[config.mk]
export PLATFORM = sky130hd
export DESIGN_NAME = linear_probe_hash_set
export DESIGN_NICKNAME = d
export VERILOG_FILES = /design/src/lphs_pkg.sv /design/src/lphs_hash.sv /design/src/lphs_sequencer.sv /design/src/lphs_datapath.sv /design/src/linear_probe_hash_set.sv
export SDC_FILE = /design/constraint.sdc
export NUM_CORES = 1
export LEC_CHECK = 0
export BUFFER_PORTS_ARGS = -buffer_cell sky130_fd_sc_hd__buf_2
export CAP_MARGIN = 10
export CORE_AREA = 10 10 222 224
export DETAILED_ROUTE_END_ITERATION = 8
export DIE_AREA = 0 0 232 234
export MAX_ROUTING_LAYER = met4
export PLACE_DENSITY = 0.78
export SYNTH_ARGS = -nofsm -noshare
export SYNTH_HDL_FRONTEND = slang
export SYNTH_SLANG_ARGS = --single-unit
[constraint.sdc]
create_clock -name clock -period 8.88 [get_ports clock]
set_clock_uncertainty 0.1 [all_clocks]
set_input_delay 1.776 -clock clock [delete_from_list [all_inputs] [get_ports clock]]
set_output_delay 1.776 -clock clock [all_outputs]
set_load 0.005 [all_outputs]
[src/lphs_pkg.sv]
// shared types, codes and microcode table of the linear-probe hash set
`timescale 1ns / 1ps

package lphs_pkg;

   // default geometry
   localparam int SLOTS_DEFAULT     = 16;
   localparam int KEY_WIDTH_DEFAULT = 32;

   // port widths
   localparam int CMD_W        = 2;
   localparam int REQ_KEY_W    = 32;
   localparam int STATUS_W     = 2;
   localparam int RSP_SLOT_W   = 4;
   localparam int RSP_COUNT_W  = 5;
   localparam int MAX_W        = 5;
   localparam int CSR_ADDR_W   = 3;
   localparam int CSR_DATA_W   = 32;

   // load limit after reset: seven tenths of the default table
   localparam logic [MAX_W-1:0] MAX_ENTRIES_RESET = MAX_W'(SLOTS_DEFAULT * 7 / 10);

   // register index, taken from paddr above the byte offset
   localparam logic REG_MAX_ENTRIES = 1'b0;

   // bits of the key folded into the home slot per cycle
   localparam int HASH_DIGIT_W = 8;

   // commands
   localparam logic [CMD_W-1:0] CMD_INSERT = 2'd0;
   localparam logic [CMD_W-1:0] CMD_REMOVE = 2'd1;
   localparam logic [CMD_W-1:0] CMD_FIND   = 2'd2;

   // status codes
   localparam logic [STATUS_W-1:0] ST_OK        = 2'd0;
   localparam logic [STATUS_W-1:0] ST_NOT_FOUND = 2'd1;
   localparam logic [STATUS_W-1:0] ST_FULL      = 2'd2;

   // slot marks
   localparam logic [1:0] MARK_EMPTY   = 2'd0;
   localparam logic [1:0] MARK_DELETED = 2'd1;
   localparam logic [1:0] MARK_USED    = 2'd2;

   // microprogram steps
   localparam int PC_W = 3;
   localparam logic [PC_W-1:0] STEP_CLEAR  = 3'd0;
   localparam logic [PC_W-1:0] STEP_IDLE   = 3'd1;
   localparam logic [PC_W-1:0] STEP_HASH   = 3'd2;
   localparam logic [PC_W-1:0] STEP_PROBE  = 3'd3;
   localparam logic [PC_W-1:0] STEP_WAIT   = 3'd4;
   localparam logic [PC_W-1:0] STEP_COMMIT = 3'd5;

   // jump conditions
   localparam int COND_W = 3;
   localparam logic [COND_W-1:0] COND_ALWAYS     = 3'd0;
   localparam logic [COND_W-1:0] COND_CLR_MORE   = 3'd1;
   localparam logic [COND_W-1:0] COND_NO_REQ     = 3'd2;
   localparam logic [COND_W-1:0] COND_HASH_BUSY  = 3'd3;
   localparam logic [COND_W-1:0] COND_PROBE_MORE = 3'd4;
   localparam logic [COND_W-1:0] COND_RSP_FULL   = 3'd5;

   // datapath actions of one control word
   typedef struct packed {
      logic clear;
      logic take;
      logic home;
      logic probe;
      logic commit;
   } ctl_type;

   // datapath flags tested by jumps
   typedef struct packed {
      logic clr_more;
      logic no_req;
      logic hash_busy;
      logic probe_more;
      logic rsp_full;
   } cond_type;

   typedef struct packed {
      logic [COND_W-1:0] cond;
      logic [PC_W-1:0]   target;
      ctl_type           act;
   } uword_type;

   // control store: jump to target when cond holds, else fall through
   function automatic uword_type ucode(input logic [PC_W-1:0] pc);
      uword_type uw;
      uw = '0;
      case (pc)
         STEP_CLEAR: begin
            uw.act.clear = 1'b1;
            uw.cond      = COND_CLR_MORE;
            uw.target    = STEP_CLEAR;
         end
         STEP_IDLE: begin
            uw.act.take = 1'b1;
            uw.cond     = COND_NO_REQ;
            uw.target   = STEP_IDLE;
         end
         STEP_HASH: begin
            uw.act.home = 1'b1;
            uw.cond     = COND_HASH_BUSY;
            uw.target   = STEP_HASH;
         end
         STEP_PROBE: begin
            uw.act.probe = 1'b1;
            uw.cond      = COND_PROBE_MORE;
            uw.target    = STEP_PROBE;
         end
         STEP_WAIT: begin
            uw.cond   = COND_RSP_FULL;
            uw.target = STEP_WAIT;
         end
         STEP_COMMIT: begin
            uw.act.commit = 1'b1;
            uw.cond       = COND_ALWAYS;
            uw.target     = STEP_IDLE;
         end
         default: begin
            uw.cond   = COND_ALWAYS;
            uw.target = STEP_IDLE;
         end
      endcase
      return uw;
   endfunction

endpackage

[src/lphs_hash.sv]
// home slot unit: key modulo slot count, a few key bits per cycle
`timescale 1ns / 1ps

module lphs_hash #(
   parameter int SLOTS     = lphs_pkg::SLOTS_DEFAULT,
   parameter int KEY_WIDTH = lphs_pkg::KEY_WIDTH_DEFAULT
) (
   input  logic                                 clock,
   input  logic                                 reset,
   input  logic                                 start,
   input  logic [((KEY_WIDTH < lphs_pkg::REQ_KEY_W) ? KEY_WIDTH
                  : lphs_pkg::REQ_KEY_W)-1:0]    key,
   output logic                                 busy,
   output logic [$clog2(SLOTS)-1:0]             home
);

   localparam int KW     = (KEY_WIDTH < lphs_pkg::REQ_KEY_W) ? KEY_WIDTH : lphs_pkg::REQ_KEY_W;
   localparam int DIG    = lphs_pkg::HASH_DIGIT_W;
   localparam int STEPS  = (KW + DIG - 1) / DIG;
   localparam int PAD_W  = STEPS * DIG;
   localparam int STEP_W = $clog2(STEPS + 1);
   localparam int IDX_W  = $clog2(SLOTS);

   logic [PAD_W-1:0]  sh_ff, sh_in;
   logic [IDX_W-1:0]  rem_ff, rem_in;
   logic [STEP_W-1:0] cnt_ff, cnt_in;
   logic [IDX_W:0]    fold;

   // remainder update over one digit, msb first
   always_comb begin
      fold = {1'b0, rem_ff};
      for (int i = 0; i < DIG; i++) begin
         fold = {fold[IDX_W-1:0], sh_ff[PAD_W-1-i]};
         if (fold >= (IDX_W+1)'(SLOTS)) begin
            fold = fold - (IDX_W+1)'(SLOTS);
         end
      end
   end

   always_comb begin
      sh_in  = sh_ff;
      rem_in = rem_ff;
      cnt_in = cnt_ff;
      if (start) begin
         sh_in  = PAD_W'(key);
         rem_in = '0;
         cnt_in = STEP_W'(STEPS);
      end else if (cnt_ff != '0) begin
         sh_in  = sh_ff << DIG;
         rem_in = fold[IDX_W-1:0];
         cnt_in = cnt_ff - 1'b1;
      end
   end

   always_ff @(posedge clock) begin
      if (reset) begin
         cnt_ff <= '0;
      end else begin
         cnt_ff <= cnt_in;
      end
   end

   always_ff @(posedge clock) begin
      sh_ff  <= sh_in;
      rem_ff <= rem_in;
   end

   assign busy = (cnt_ff != '0);
   assign home = rem_ff;

endmodule

[src/lphs_sequencer.sv]
// microprogram counter and control store lookup
`timescale 1ns / 1ps

module lphs_sequencer (
   input  logic               clock,
   input  logic               reset,
   input  lphs_pkg::cond_type cond,
   output lphs_pkg::ctl_type  ctl
);

   logic [lphs_pkg::PC_W-1:0] pc_ff, pc_in;
   lphs_pkg::uword_type       uw;
   logic                      jump;

   assign uw  = lphs_pkg::ucode(pc_ff);
   assign ctl = uw.act;

   always_comb begin
      case (uw.cond)
         lphs_pkg::COND_ALWAYS:     jump = 1'b1;
         lphs_pkg::COND_CLR_MORE:   jump = cond.clr_more;
         lphs_pkg::COND_NO_REQ:     jump = cond.no_req;
         lphs_pkg::COND_HASH_BUSY:  jump = cond.hash_busy;
         lphs_pkg::COND_PROBE_MORE: jump = cond.probe_more;
         lphs_pkg::COND_RSP_FULL:   jump = cond.rsp_full;
         default:                   jump = 1'b0;
      endcase
      pc_in = jump ? uw.target : pc_ff + 1'b1;
   end

   always_ff @(posedge clock) begin
      if (reset) begin
         pc_ff <= lphs_pkg::STEP_CLEAR;
      end else begin
         pc_ff <= pc_in;
      end
   end

endmodule

[src/lphs_datapath.sv]
// slot memory, probe pointer, entry count and result registers
`timescale 1ns / 1ps

module lphs_datapath #(
   parameter int SLOTS     = lphs_pkg::SLOTS_DEFAULT,
   parameter int KEY_WIDTH = lphs_pkg::KEY_WIDTH_DEFAULT
) (
   input  logic                                clock,
   input  logic                                reset,
   input  lphs_pkg::ctl_type                   ctl,
   input  logic                                accept,
   input  logic [lphs_pkg::CMD_W-1:0]          cmd,
   input  logic [KEY_WIDTH-1:0]                key,
   input  logic [$clog2(SLOTS)-1:0]            home,
   input  logic                                hash_busy,
   input  logic [lphs_pkg::MAX_W-1:0]          max_entries,
   input  logic                                rsp_stall,
   output logic                                rsp_valid,
   output logic [lphs_pkg::STATUS_W-1:0]       rsp_status,
   output logic [lphs_pkg::RSP_SLOT_W-1:0]     rsp_slot,
   output logic [lphs_pkg::RSP_COUNT_W-1:0]    rsp_count,
   output lphs_pkg::cond_type                  cond
);

   localparam int IDX_W = $clog2(SLOTS);
   localparam int CNT_W = $clog2(SLOTS + 1);
   localparam int MW    = KEY_WIDTH + 2;
   localparam int XW    = CNT_W + lphs_pkg::MAX_W;

   logic [MW-1:0] mem [SLOTS];
   logic [MW-1:0] rd_ff;
   logic          we;
   logic [MW-1:0] wd;

   logic [IDX_W-1:0]              pos_ff, pos_in, pos_next;
   logic [IDX_W-1:0]              n_ff, n_in;
   logic [lphs_pkg::CMD_W-1:0]    cmd_ff;
   logic [KEY_WIDTH-1:0]          key_ff;
   logic [CNT_W-1:0]              count_ff, count_in;
   logic [lphs_pkg::STATUS_W-1:0] res_ff, res_in;

   logic                              rsp_valid_ff, rsp_valid_in;
   logic [lphs_pkg::STATUS_W-1:0]     rsp_status_ff, rsp_status_in;
   logic [lphs_pkg::RSP_SLOT_W-1:0]   rsp_slot_ff, rsp_slot_in;
   logic [lphs_pkg::RSP_COUNT_W-1:0]  rsp_count_ff, rsp_count_in;

   logic [1:0]                    mark;
   logic                          last, at_limit, stop, ok;
   logic [lphs_pkg::STATUS_W-1:0] verdict;
   logic [XW-1:0]                 count_x, max_x;
   logic [IDX_W+lphs_pkg::RSP_SLOT_W-1:0]  pos_x;
   logic [CNT_W+lphs_pkg::RSP_COUNT_W-1:0] count_out_x;

   assign mark     = rd_ff[MW-1 -: 2];
   assign last     = (n_ff == IDX_W'(SLOTS - 1));
   assign pos_next = (pos_ff == IDX_W'(SLOTS - 1)) ? '0 : pos_ff + 1'b1;
   assign count_x  = {{lphs_pkg::MAX_W{1'b0}}, count_ff};
   assign max_x    = {{CNT_W{1'b0}}, max_entries};
   assign at_limit = (count_x >= max_x) || (count_ff >= CNT_W'(SLOTS));

   // outcome of the slot under the probe pointer
   always_comb begin
      stop    = 1'b1;
      verdict = lphs_pkg::ST_NOT_FOUND;
      case (cmd_ff)
         lphs_pkg::CMD_INSERT: begin
            if (at_limit) begin
               verdict = lphs_pkg::ST_FULL;
            end else if (mark != lphs_pkg::MARK_USED) begin
               verdict = lphs_pkg::ST_OK;
            end else if (last) begin
               verdict = lphs_pkg::ST_FULL;
            end else begin
               stop = 1'b0;
            end
         end
         lphs_pkg::CMD_REMOVE, lphs_pkg::CMD_FIND: begin
            if (mark == lphs_pkg::MARK_EMPTY) begin
               verdict = lphs_pkg::ST_NOT_FOUND;
            end else if (mark == lphs_pkg::MARK_USED && rd_ff[KEY_WIDTH-1:0] == key_ff) begin
               verdict = lphs_pkg::ST_OK;
            end else if (!last) begin
               stop = 1'b0;
            end
         end
         default: begin
            verdict = lphs_pkg::ST_NOT_FOUND;
         end
      endcase
   end

   assign ok          = (res_ff == lphs_pkg::ST_OK);
   assign pos_x       = {{lphs_pkg::RSP_SLOT_W{1'b0}}, pos_ff};
   assign count_out_x = {{lphs_pkg::RSP_COUNT_W{1'b0}}, count_in};

   always_comb begin
      pos_in        = pos_ff;
      n_in          = n_ff;
      res_in        = res_ff;
      count_in      = count_ff;
      we            = 1'b0;
      wd            = {lphs_pkg::MARK_EMPTY, {KEY_WIDTH{1'b0}}};
      rsp_status_in = rsp_status_ff;
      rsp_slot_in   = rsp_slot_ff;
      rsp_count_in  = rsp_count_ff;
      rsp_valid_in  = rsp_valid_ff && rsp_stall;
      if (ctl.clear) begin
         we     = 1'b1;
         pos_in = pos_next;
      end
      if (ctl.home) begin
         pos_in = home;
         n_in   = '0;
      end
      if (ctl.probe) begin
         if (stop) begin
            res_in = verdict;
         end else begin
            pos_in = pos_next;
            n_in   = n_ff + 1'b1;
         end
      end
      if (ctl.commit) begin
         if (ok && cmd_ff == lphs_pkg::CMD_INSERT) begin
            we       = 1'b1;
            wd       = {lphs_pkg::MARK_USED, key_ff};
            count_in = count_ff + 1'b1;
         end else if (ok && cmd_ff == lphs_pkg::CMD_REMOVE) begin
            we = 1'b1;
            wd = {lphs_pkg::MARK_DELETED, key_ff};
            if (count_ff != '0) begin
               count_in = count_ff - 1'b1;
            end
         end
         rsp_valid_in  = 1'b1;
         rsp_status_in = res_ff;
         rsp_slot_in   = ok ? pos_x[lphs_pkg::RSP_SLOT_W-1:0] : '0;
         rsp_count_in  = count_out_x[lphs_pkg::RSP_COUNT_W-1:0];
      end
   end

   // slot memory with one write port and one read port; read follows the next probe address
   always_ff @(posedge clock) begin
      if (we) begin
         mem[pos_ff] <= wd;
      end
      rd_ff <= mem[pos_in];
   end

   always_ff @(posedge clock) begin
      if (reset) begin
         pos_ff       <= '0;
         count_ff     <= '0;
         rsp_valid_ff <= 1'b0;
      end else begin
         pos_ff       <= pos_in;
         count_ff     <= count_in;
         rsp_valid_ff <= rsp_valid_in;
      end
   end

   always_ff @(posedge clock) begin
      n_ff          <= n_in;
      res_ff        <= res_in;
      rsp_status_ff <= rsp_status_in;
      rsp_slot_ff   <= rsp_slot_in;
      rsp_count_ff  <= rsp_count_in;
      if (accept) begin
         cmd_ff <= cmd;
         key_ff <= key;
      end
   end

   assign cond.clr_more   = (pos_ff != IDX_W'(SLOTS - 1));
   assign cond.no_req     = !accept;
   assign cond.hash_busy  = hash_busy;
   assign cond.probe_more = !stop;
   assign cond.rsp_full   = rsp_valid_ff && rsp_stall;

   assign rsp_valid  = rsp_valid_ff;
   assign rsp_status = rsp_status_ff;
   assign rsp_slot   = rsp_slot_ff;
   assign rsp_count  = rsp_count_ff;

endmodule

[src/linear_probe_hash_set.sv]
// top level of the linear-probe hash set: config register and unit wiring
//
//   channel   direction  handshake               payload
//   req       in         req_valid / req_stall   req_cmd, req_key
//   rsp       out        rsp_valid / rsp_stall   rsp_status, rsp_slot, rsp_count
//   csr       in/out     psel, penable, pready   paddr, pwrite, pwdata, prdata
//
// a request is taken, its home slot is found by the 8-bit-per-cycle home slot unit,
// the probe loop reads one slot per cycle (1..SLOTS slots probed) from the slot memory,
// which has one write and one read port, and the commit step answers and writes back.
// after reset a clearing pass marks every slot empty; no request is taken meanwhile,
// config writes are.
// a stalled result holds the sequencer before the write-back; one request is in work at a time.
`timescale 1ns / 1ps

module linear_probe_hash_set #(
   parameter int SLOTS     = lphs_pkg::SLOTS_DEFAULT,
   parameter int KEY_WIDTH = lphs_pkg::KEY_WIDTH_DEFAULT
) (
   input  logic                                clock,
   input  logic                                reset,
   input  logic                                req_valid,
   output logic                                req_stall,
   input  logic [lphs_pkg::CMD_W-1:0]          req_cmd,
   input  logic [lphs_pkg::REQ_KEY_W-1:0]      req_key,
   output logic                                rsp_valid,
   input  logic                                rsp_stall,
   output logic [lphs_pkg::STATUS_W-1:0]       rsp_status,
   output logic [lphs_pkg::RSP_SLOT_W-1:0]     rsp_slot,
   output logic [lphs_pkg::RSP_COUNT_W-1:0]    rsp_count,
   input  logic                                psel,
   input  logic                                penable,
   input  logic                                pwrite,
   input  logic [lphs_pkg::CSR_ADDR_W-1:0]     paddr,
   input  logic [lphs_pkg::CSR_DATA_W-1:0]     pwdata,
   output logic [lphs_pkg::CSR_DATA_W-1:0]     prdata,
   output logic                                pready
);

   localparam int KW    = (KEY_WIDTH < lphs_pkg::REQ_KEY_W) ? KEY_WIDTH : lphs_pkg::REQ_KEY_W;
   localparam int IDX_W = $clog2(SLOTS);

   lphs_pkg::ctl_type  ctl;
   lphs_pkg::cond_type cond;

   logic                         accept;
   logic                         hash_busy;
   logic [IDX_W-1:0]             home;
   logic [KEY_WIDTH-1:0]         key_ext;
   logic [lphs_pkg::MAX_W-1:0]   max_ff, max_in;
   logic                         csr_wr;

   // key cut or zero-extended to KEY_WIDTH bits
   generate
      if (KEY_WIDTH <= lphs_pkg::REQ_KEY_W) begin : g_key_narrow
         assign key_ext = req_key[KEY_WIDTH-1:0];
      end else begin : g_key_wide
         assign key_ext = KEY_WIDTH'(req_key);
      end
   endgenerate

   assign req_stall = !ctl.take;
   assign accept    = req_valid && ctl.take;

   // load limit register
   assign pready = 1'b1;
   assign csr_wr = psel && penable && pwrite && (paddr[2] == lphs_pkg::REG_MAX_ENTRIES);
   assign max_in = csr_wr ? pwdata[lphs_pkg::MAX_W-1:0] : max_ff;
   assign prdata = (paddr[2] == lphs_pkg::REG_MAX_ENTRIES) ?
                   lphs_pkg::CSR_DATA_W'(max_ff) : '0;

   always_ff @(posedge clock) begin
      if (reset) begin
         max_ff <= lphs_pkg::MAX_ENTRIES_RESET;
      end else begin
         max_ff <= max_in;
      end
   end

   lphs_sequencer u_seq (
      .clock (clock),
      .reset (reset),
      .cond  (cond),
      .ctl   (ctl)
   );

   lphs_hash #(
      .SLOTS     (SLOTS),
      .KEY_WIDTH (KEY_WIDTH)
   ) u_hash (
      .clock (clock),
      .reset (reset),
      .start (accept),
      .key   (req_key[KW-1:0]),
      .busy  (hash_busy),
      .home  (home)
   );

   lphs_datapath #(
      .SLOTS     (SLOTS),
      .KEY_WIDTH (KEY_WIDTH)
   ) u_dp (
      .clock       (clock),
      .reset       (reset),
      .ctl         (ctl),
      .accept      (accept),
      .cmd         (req_cmd),
      .key         (key_ext),
      .home        (home),
      .hash_busy   (hash_busy),
      .max_entries (max_ff),
      .rsp_stall   (rsp_stall),
      .rsp_valid   (rsp_valid),
      .rsp_status  (rsp_status),
      .rsp_slot    (rsp_slot),
      .rsp_count   (rsp_count),
      .cond        (cond)
   );

   // one request in work at a time
   a_busy_after_accept: assert property (@(posedge clock) disable iff (reset)
      accept |=> req_stall)
      else $error("request taken while previous one in work");

   // no request during the clearing pass
   a_clear_after_reset: assert property (@(posedge clock)
      reset |=> req_stall)
      else $error("request taken during clearing pass");

   // failed operations report slot zero
   a_slot_zero: assert property (@(posedge clock) disable iff (reset)
      (rsp_valid && rsp_status != lphs_pkg::ST_OK) |-> (rsp_slot == '0))
      else $error("nonzero slot on failed result");

   // hash unit idle whenever a new request can be taken
   a_hash_idle: assert property (@(posedge clock) disable iff (reset)
      ctl.take |-> !hash_busy)
      else $error("hash unit busy in idle step");

endmodule

==> results.toml, run 1 <==
[status]
run_status = "finished clean"

[clock_tree]
root_buffer = "clkbuf_16"
cts.hold.buffers_added = 0
clkSinkCount = 670
ctsHtreeMaxLevel = 2
cts_made_buffers = 61
worstSkewPairLatency_ns = 0.65
cts_tree = "built"
post_cts_buffers = 0
cts_resized = 0
clockBufferDepth = 3
clk_pin_slew_ns = 0.07

[global_routing]
grt_busiest_layer = "met2"
grt_use_met2 = 0.377
grt_first_pass_wirelength_um = 98800
grt_max_degree = 138
grt_overflow = 0
antenna_found_initial = 0
met3_usage = 0.0429
grt_util_met1 = 0.329
first_global_vias = 16600
grt_usage = 0.249

[detailed_routing]
vias = 17100
antenna_left = 0
wl_per_cell_um = 25.6
route.detailed.drc = 0
drt_wl_total_um = 67100
firstDrtPassIters = 6
routed_via_density = 6.52
drt_iter0_drc = 2398

[timing]
fin_crit_sh = 0.565
tightest_slew_ns = 1.13
grt_setup_unrepaired = "no"
period_minus_slack_ns = 5.02
fmax_ghz = 0.199
setup_viol = 0
slew_headroom = 0.244
drv_slew = 0
setup-tns-final_ns = 0
hold_viol = 0

[job]
max_cap_viol_count = 0

[logic_synthesis]
ys_warn_count = 0
synth_edf_count = 607
yosys-top-cells-count = "edfxtp_1 (607), nand2_1 (329), a21oi_1 (288)"
syn_area_mm2 = 0.0266
synth_cells = 1930
synth.ff_latch_count = 670
synth_most_common_cell = "edfxtp_1"
syn_avg_cell_area_um2 = 13.8
ys_types = 62
ys_seq_area_frac = 0.733
synthTopCellsByArea = "edfxtp_1 (69%), a21oi_1 (5.4%), dfxtp_1 (4.7%)"
yosysTopAreaCell = "edfxtp_1"
ys.flop_type = "edfxtp_1"
yosysTopAreaCellShare = 0.686
ys_async_sr_fraction = 0

[worst_setup_path]
path_cells = "xnor2_1 -> nand3_1 -> or4b_2 -> or4_1 -> o2111ai_1 -> and4b_4 -> buf_4 -> a21oi_1 -> a221oi_1 -> or4_1"
worst-setup-path-type = "flop to flop"
crit_slowest_cell = "and4b_4"
max_stage_delay_ns = 0.99
arrival_ns = 5.51
start_kind = "flop"
path_common_cell = "or4_1"
cp.required_ns = 9.37
crit_path_end_kind = "flop"
path_max_fanout = 81

[pwr]
power_switching_w = 0.00507
switching_share = 0.416
p_int_w = 0.00712
seq_power_share = 0.343
pwr-share-comb = 0.440
ir_worst_vdd_v = 0.000561
clock_power_share = 0.216
power_density_mw_per_mm2 = 415
leakage_nw = 10.0

[final_layout]
n_antenna_cell = 0
fin_nets = 2072
nFillCells = 3089
fin_util = 0.655
drive_above_1_share = 0.116
synthToLayoutAreaGrowth_pct = 10.6

[hold_path]
hp-class = "flop to flop"

[die]
die_area_mm2 = 0.0543
std_cell_rows = 78
core-area_mm2 = 0.0449
num_io_pins = 122
die_h_um = 234
initial_core_util = 0.592
chipWidth_um = 232

[placed_design]
gp_congestion = 0.848
port_buffers = 64
place_hpwl_um = 35200
==> power groups by stage <==
stage / clock network, W / registers, W / logic (W)
finish: 0.00264 / 0.00419 / 0.00537
global route: 0.00278 / 0.00422 / 0.00584
CTS: 0.00266 / 0.00418 / 0.00529
detailed placement: 0 / 0.00424 / 0.00525
global placement: 0 / 0.00421 / 0.00502
floorplan: 0 / 0.00418 / 0.00382
==> critical path, delay by kind of cell, from the launching register on <==
family                    cells  cell delay (ns)
and+or+nand+nor               5             2.40
AOI/OAI and AO/OA             3             0.86
buffers and inverters         1             0.67
DFF                           1             0.43
xor gates and xnor gates      1             0.39
==> final cells by class <==
type,count,area (um2),share of cell area
Clock buffer,75,1610,0.0547
Clock inverter,40,408,0.0139
Timing Repair Buffer,101,611,0.0208
Multi-Input combinational cell,1109,6420,0.218
Sequential cell,670,19500,0.663
Tap cell,600,751,0.0255
Inverter,30,113,0.00383
==> cells by family after synthesis <==
| group | after synthesis | synth area share |
|---|---|---|
| flip-flops | 670 | 0.733 |
| AND/OR/NAND/NOR | 543 | 0.0950 |
| AO/OA/AOI/OAI | 475 | 0.115 |
| other | 2 | 0.000283 |
| multiplexers | 11 | 0.00419 |
| buffers and inverters | 177 | 0.0316 |
| adder cells (fa/ha/maj) | 23 | 0.0108 |
| XOR/XNOR | 29 | 0.00956 |
==> through the flow <==
stage,hold slack [ns],area (um2),setup slack [ns],std cells,power [W]
after global routing,0.383,29400,3.53,2625,0.0128
after floorplan,0.335,26700,3.74,1956,0.00800
after global placement,0.348,27400,4.10,2510,0.00923
after detailed placement,0.355,27400,4.02,2510,0.00949
after CTS,0.369,29400,3.95,2625,0.0121
final,0.364,29400,3.86,2625,0.0122
==> path summary, 6_finish.rpt <==
kind                   start        endpoint  slack (ns)  cells after the start
max          u_dp.key_ff[22]  u_dp.rd_ff[18]        3.86                     10
min                max_ff[1]       max_ff[1]        0.36                      1
max reg2reg  u_dp.key_ff[22]  u_dp.rd_ff[18]        3.86                     10
min reg2reg        max_ff[1]       max_ff[1]        0.36                      1
==> layer usage <==
layer | part of all wire | vias to the layer above
met1 | 0.37 | 8434
met5 | 0 | -
met2 | 0.47 | 1137
li1 | - | 7345
met3 | 0.12 | 186
met4 | 0.040 | 0
==> registers in the layout (all words and copies together) (netlist names) <==
name and flops:
u_dp.rsp_count 5, u_dp.cmd_ff 2, u_dp.rd_ff 34, u_dp.key_ff 32, u_dp.n_ff 4, u_hash.sh_ff 16, u_seq.pc_ff 3, u_hash.home 4
u_hash.cnt_ff 3, u_dp.rsp_slot 4, u_dp.count_ff 5, u_dp.rsp_status 2, u_dp.pos_ff 4, u_dp.rsp_valid 1, u_dp.res_ff 2, max_ff 5
u_dp.mem 544
==> layout by cell type (no fill, tap or decap), drive strengths merged, types with 8 or more instances in the layout <==
| cell | instances |
|---|---|
| edfxtp | 607 |
| nand2 | 329 |
| a21oi | 288 |
| a221oi | 133 |
| buf | 101 |
| clkbuf | 75 |
| dfxtp | 63 |
| nor2 | 47 |
| and2 | 46 |
| or4 | 34 |
| inv | 33 |
| conb | 28 |
| clkinv | 26 |
| ha | 23 |
| xnor2 | 22 |
| nor3 | 19 |
| o21ai | 16 |
| nor2b | 14 |
| nand3 | 11 |
| mux2i | 10 |
| nand4 | 8 |
No activity file was read; power rests on OpenSTA's default activity.
==> inputs of run 2 (changes only) <==
--- a/config.mk
+++ b/config.mk
@@ -7,11 +7,11 @@
 export LEC_CHECK = 0
 export BUFFER_PORTS_ARGS = -buffer_cell sky130_fd_sc_hd__buf_2
 export CAP_MARGIN = 10
-export CORE_AREA = 10 10 222 224
+export CORE_AREA = 10 10 231 233
 export DETAILED_ROUTE_END_ITERATION = 8
-export DIE_AREA = 0 0 232 234
+export DIE_AREA = 0 0 241 243
 export MAX_ROUTING_LAYER = met4
-export PLACE_DENSITY = 0.78
+export PLACE_DENSITY = 0.76
 export SYNTH_ARGS = -nofsm -noshare
 export SYNTH_HDL_FRONTEND = slang
 export SYNTH_SLANG_ARGS = --single-unit
==> constraint.sdc (replaced) <==
create_clock -name clock -period 4.24 [get_ports clock]
set_clock_uncertainty 0.1 [all_clocks]
set_input_delay 0.848 -clock clock [delete_from_list [all_inputs] [get_ports clock]]
set_output_delay 0.848 -clock clock [all_outputs]
set_load 0.005 [all_outputs]
==> run 2 against run 1 <==
Effect of this change:
- sequential cell count did not move
- critical path depth rose by 1
- sequential share of layout area fell by 2.1 points
- die area rose by 7.9%
- sequential power rose by 110%
- power rose by 120%
- non-clock buffer count rose by 50
- clock power rose by 120%
- fmax rose by 21%
- first-iteration DRC count fell by 1.8%
- routed wire length fell by 0.46%
- hold slack got worse by 0.054 ns
- largest power group unchanged
==> results.toml, run 2 (same netlist as run 1, synthesis figures left out) <==
[timing]
fin_crit_sh = 0.975
period_minus_slack_ns = 4.14
hold_slack_ns = 0.310
hold_viol = 0
finalWorstSetupSlack_ns = 0.104
setup_viol = 0
tightest_slew_ns = 0.781
grt_setup_unrepaired = "no"
drv_slew = 0
slew_headroom = 0.479
fmax_ghz = 0.242

[die]
chipWidth_um = 241
std_cell_rows = 81
die_h_um = 243
num_io_pins = 122
initial_core_util = 0.546
core-area_mm2 = 0.0486
die_area_mm2 = 0.0586

[detailed_routing]
wl_per_cell_um = 24.7
vias = 17200
drt_iter0_drc = 2354
antenna_left = 0
route.detailed.drc = 0
drt_wl_total_um = 66800
firstDrtPassIters = 5
routed_via_density = 6.36

[worst_setup_path]
path_cells = "xnor2_1 -> nand3_1 -> or4b_2 -> or4_4 -> nor3_1 -> and4b_4 -> buf_12 -> buf_4 -> a21oi_1 -> a221oi_1 -> or4_1"
crit_path_end_kind = "flop"
crit_slowest_cell = "or4b_2"
cp.required_ns = 4.62
arrival_ns = 4.51
r2r_end = "u_dp.rd_ff[24]"
r2r_start = "u_dp.key_ff[18]"
path_max_fanout = 48
crit_family = "simple AND/OR/NAND/NOR gates"
critical_path_buf_inv_count = 2
worst-setup-path-type = "flop to flop"
worst-r2r-setup-slack_ns = 0.10
start_kind = "flop"
r2r_cells = 11
max_stage_delay_ns = 0.68

[pwr]
power_switching_w = 0.0108
clock_power_share = 0.212
ir_worst_vdd_v = 0.000679
p_int_w = 0.0163
switching_share = 0.399
leakage_nw = 10.5
seq_power_share = 0.323
power_density_mw_per_mm2 = 895
pwr-share-comb = 0.465

[status]
run_status = "finished clean"

[final_layout]
final_cells = 2703
nFillCells = 3394
layout_commonest_cell = "edfxtp_1"
stdcell_area_mm2 = 0.0304
largest_reg_flops = 544
top_regs = "u_dp.mem (544), u_dp.rd_ff (34), u_dp.key_ff (32)"
layout_common_cells = "edfxtp_1 (607), nand2_1 (329), a21oi_1 (288)"
top_register = "u_dp.mem"
fin_nets = 2129
fin_util = 0.624
multi_input_area_mm2 = 0.00644
n_antenna_cell = 0
seq_area_mm2 = 0.0195
drive_above_1_share = 0.137
synthToLayoutAreaGrowth_pct = 14.3

[clock_tree]
cts_made_buffers = 68
root_buffer = "clkbuf_16"
clk_pin_slew_ns = 0.06
ctsHtreeMaxLevel = 3
clkSinkCount = 670
clockBufferDepth = 3
worstSkewPairLatency_ns = 0.61
cts_tree = "built"

[hold_path]
holdPathStages = 1
holdPathEnd = "u_dp.key_ff[22]"
holdCritStartpoint = "req_key[22]"
hp-class = "input pin to flop"

[placed_design]
place_hpwl_um = 37000
gp_congestion = 0.885
port_buffers = 64
place_ws_ns = 0.226
place_area_mm2 = 0.0282
dp.cells = 2582

[global_routing]
grt_max_degree = 99
antenna_found_initial = 0
grt_first_pass_wirelength_um = 99900
grt_overflow = 0
first_global_vias = 16700
grt_usage = 0.232

[job]
max_cap_viol_count = 0
==> run 2: power groups by stage <==
stage                     sequential, W  combinational (W)  clock [W]
final                           0.00877             0.0126    0.00577
after floorplan                 0.00876            0.00800          0
after detailed placement        0.00888             0.0124          0
after global routing            0.00885             0.0137    0.00611
after global placement          0.00884             0.0120          0
after CTS                       0.00876             0.0125    0.00585
==> run 2: cell type report <==
class | instances | area share
clock buffer | 88 | 0.0602
multi-input combinational | 1109 | 0.212
timing repair buffer | 151 | 0.0465
inverter | 30 | 0.00371
sequential | 670 | 0.642
clock inverter | 33 | 0.0105
tap | 622 | 0.0256
==> run 2: how the worst max path moves through the flow <==
stage / startpoint / endpoint / slack (ns) / cells past startpoint
4_1_cts: u_dp.key_ff[18] / u_dp.rd_ff[24] / 0.1 / 11
3_5_place_dp: u_dp.key_ff[22] / u_dp.rd_ff[3] / 0.23 / 12
3_3_place_gp: u_dp.key_ff[18] / u_dp.rd_ff[17] / 0.33 / 11
5_1_grt: u_dp.key_ff[22] / u_dp.rd_ff[24] / 0.02 / 12
6_report: u_dp.key_ff[18] / u_dp.rd_ff[24] / 0.10 / 11
2_1_floorplan: u_dp.cmd_ff[0] / u_dp.mem[3][0] / -0.90 / 7
==> run 2: routing by layer <==
metal	vias to the layer above	share of wire	wire, um	GRT usage
li1	7461	-	-	-
met1	8437	0.38	25700	0.307
met2	1128	0.47	31100	0.343
met3	178	0.11	7210	0.0406
met4	0	0.043	2860	0.110
met5	-	0	0	-
==> run 2: metrics by stage <==
stage                     power, W  TNS [ns]
after floorplan             0.0168    -61.21
after global placement      0.0208         0
after detailed placement    0.0213         0
after CTS                   0.0271         0
after global routing        0.0287         0
final                       0.0272         0
==> run 2: what timing repair did <==
item                                    4_1_cts  5_1_grt
endpoints found under the setup margin        0        3
setup buffers                                 0        0
hold buffers                                  0        0
gates resized for setup                       0        1
==> run 2: worst reg2reg max path, stage by stage (launching register included) <==
cell and delay, ns:
edfxtp_1 0.40, xnor2_1 0.30, nand3_1 0.13, or4b_2 0.68, or4_4 0.48, nor3_1 0.24
and4b_4 0.34, buf_12 0.23, buf_4 0.20, a21oi_1 0.23, a221oi_1 0.14, or4_1 0.52
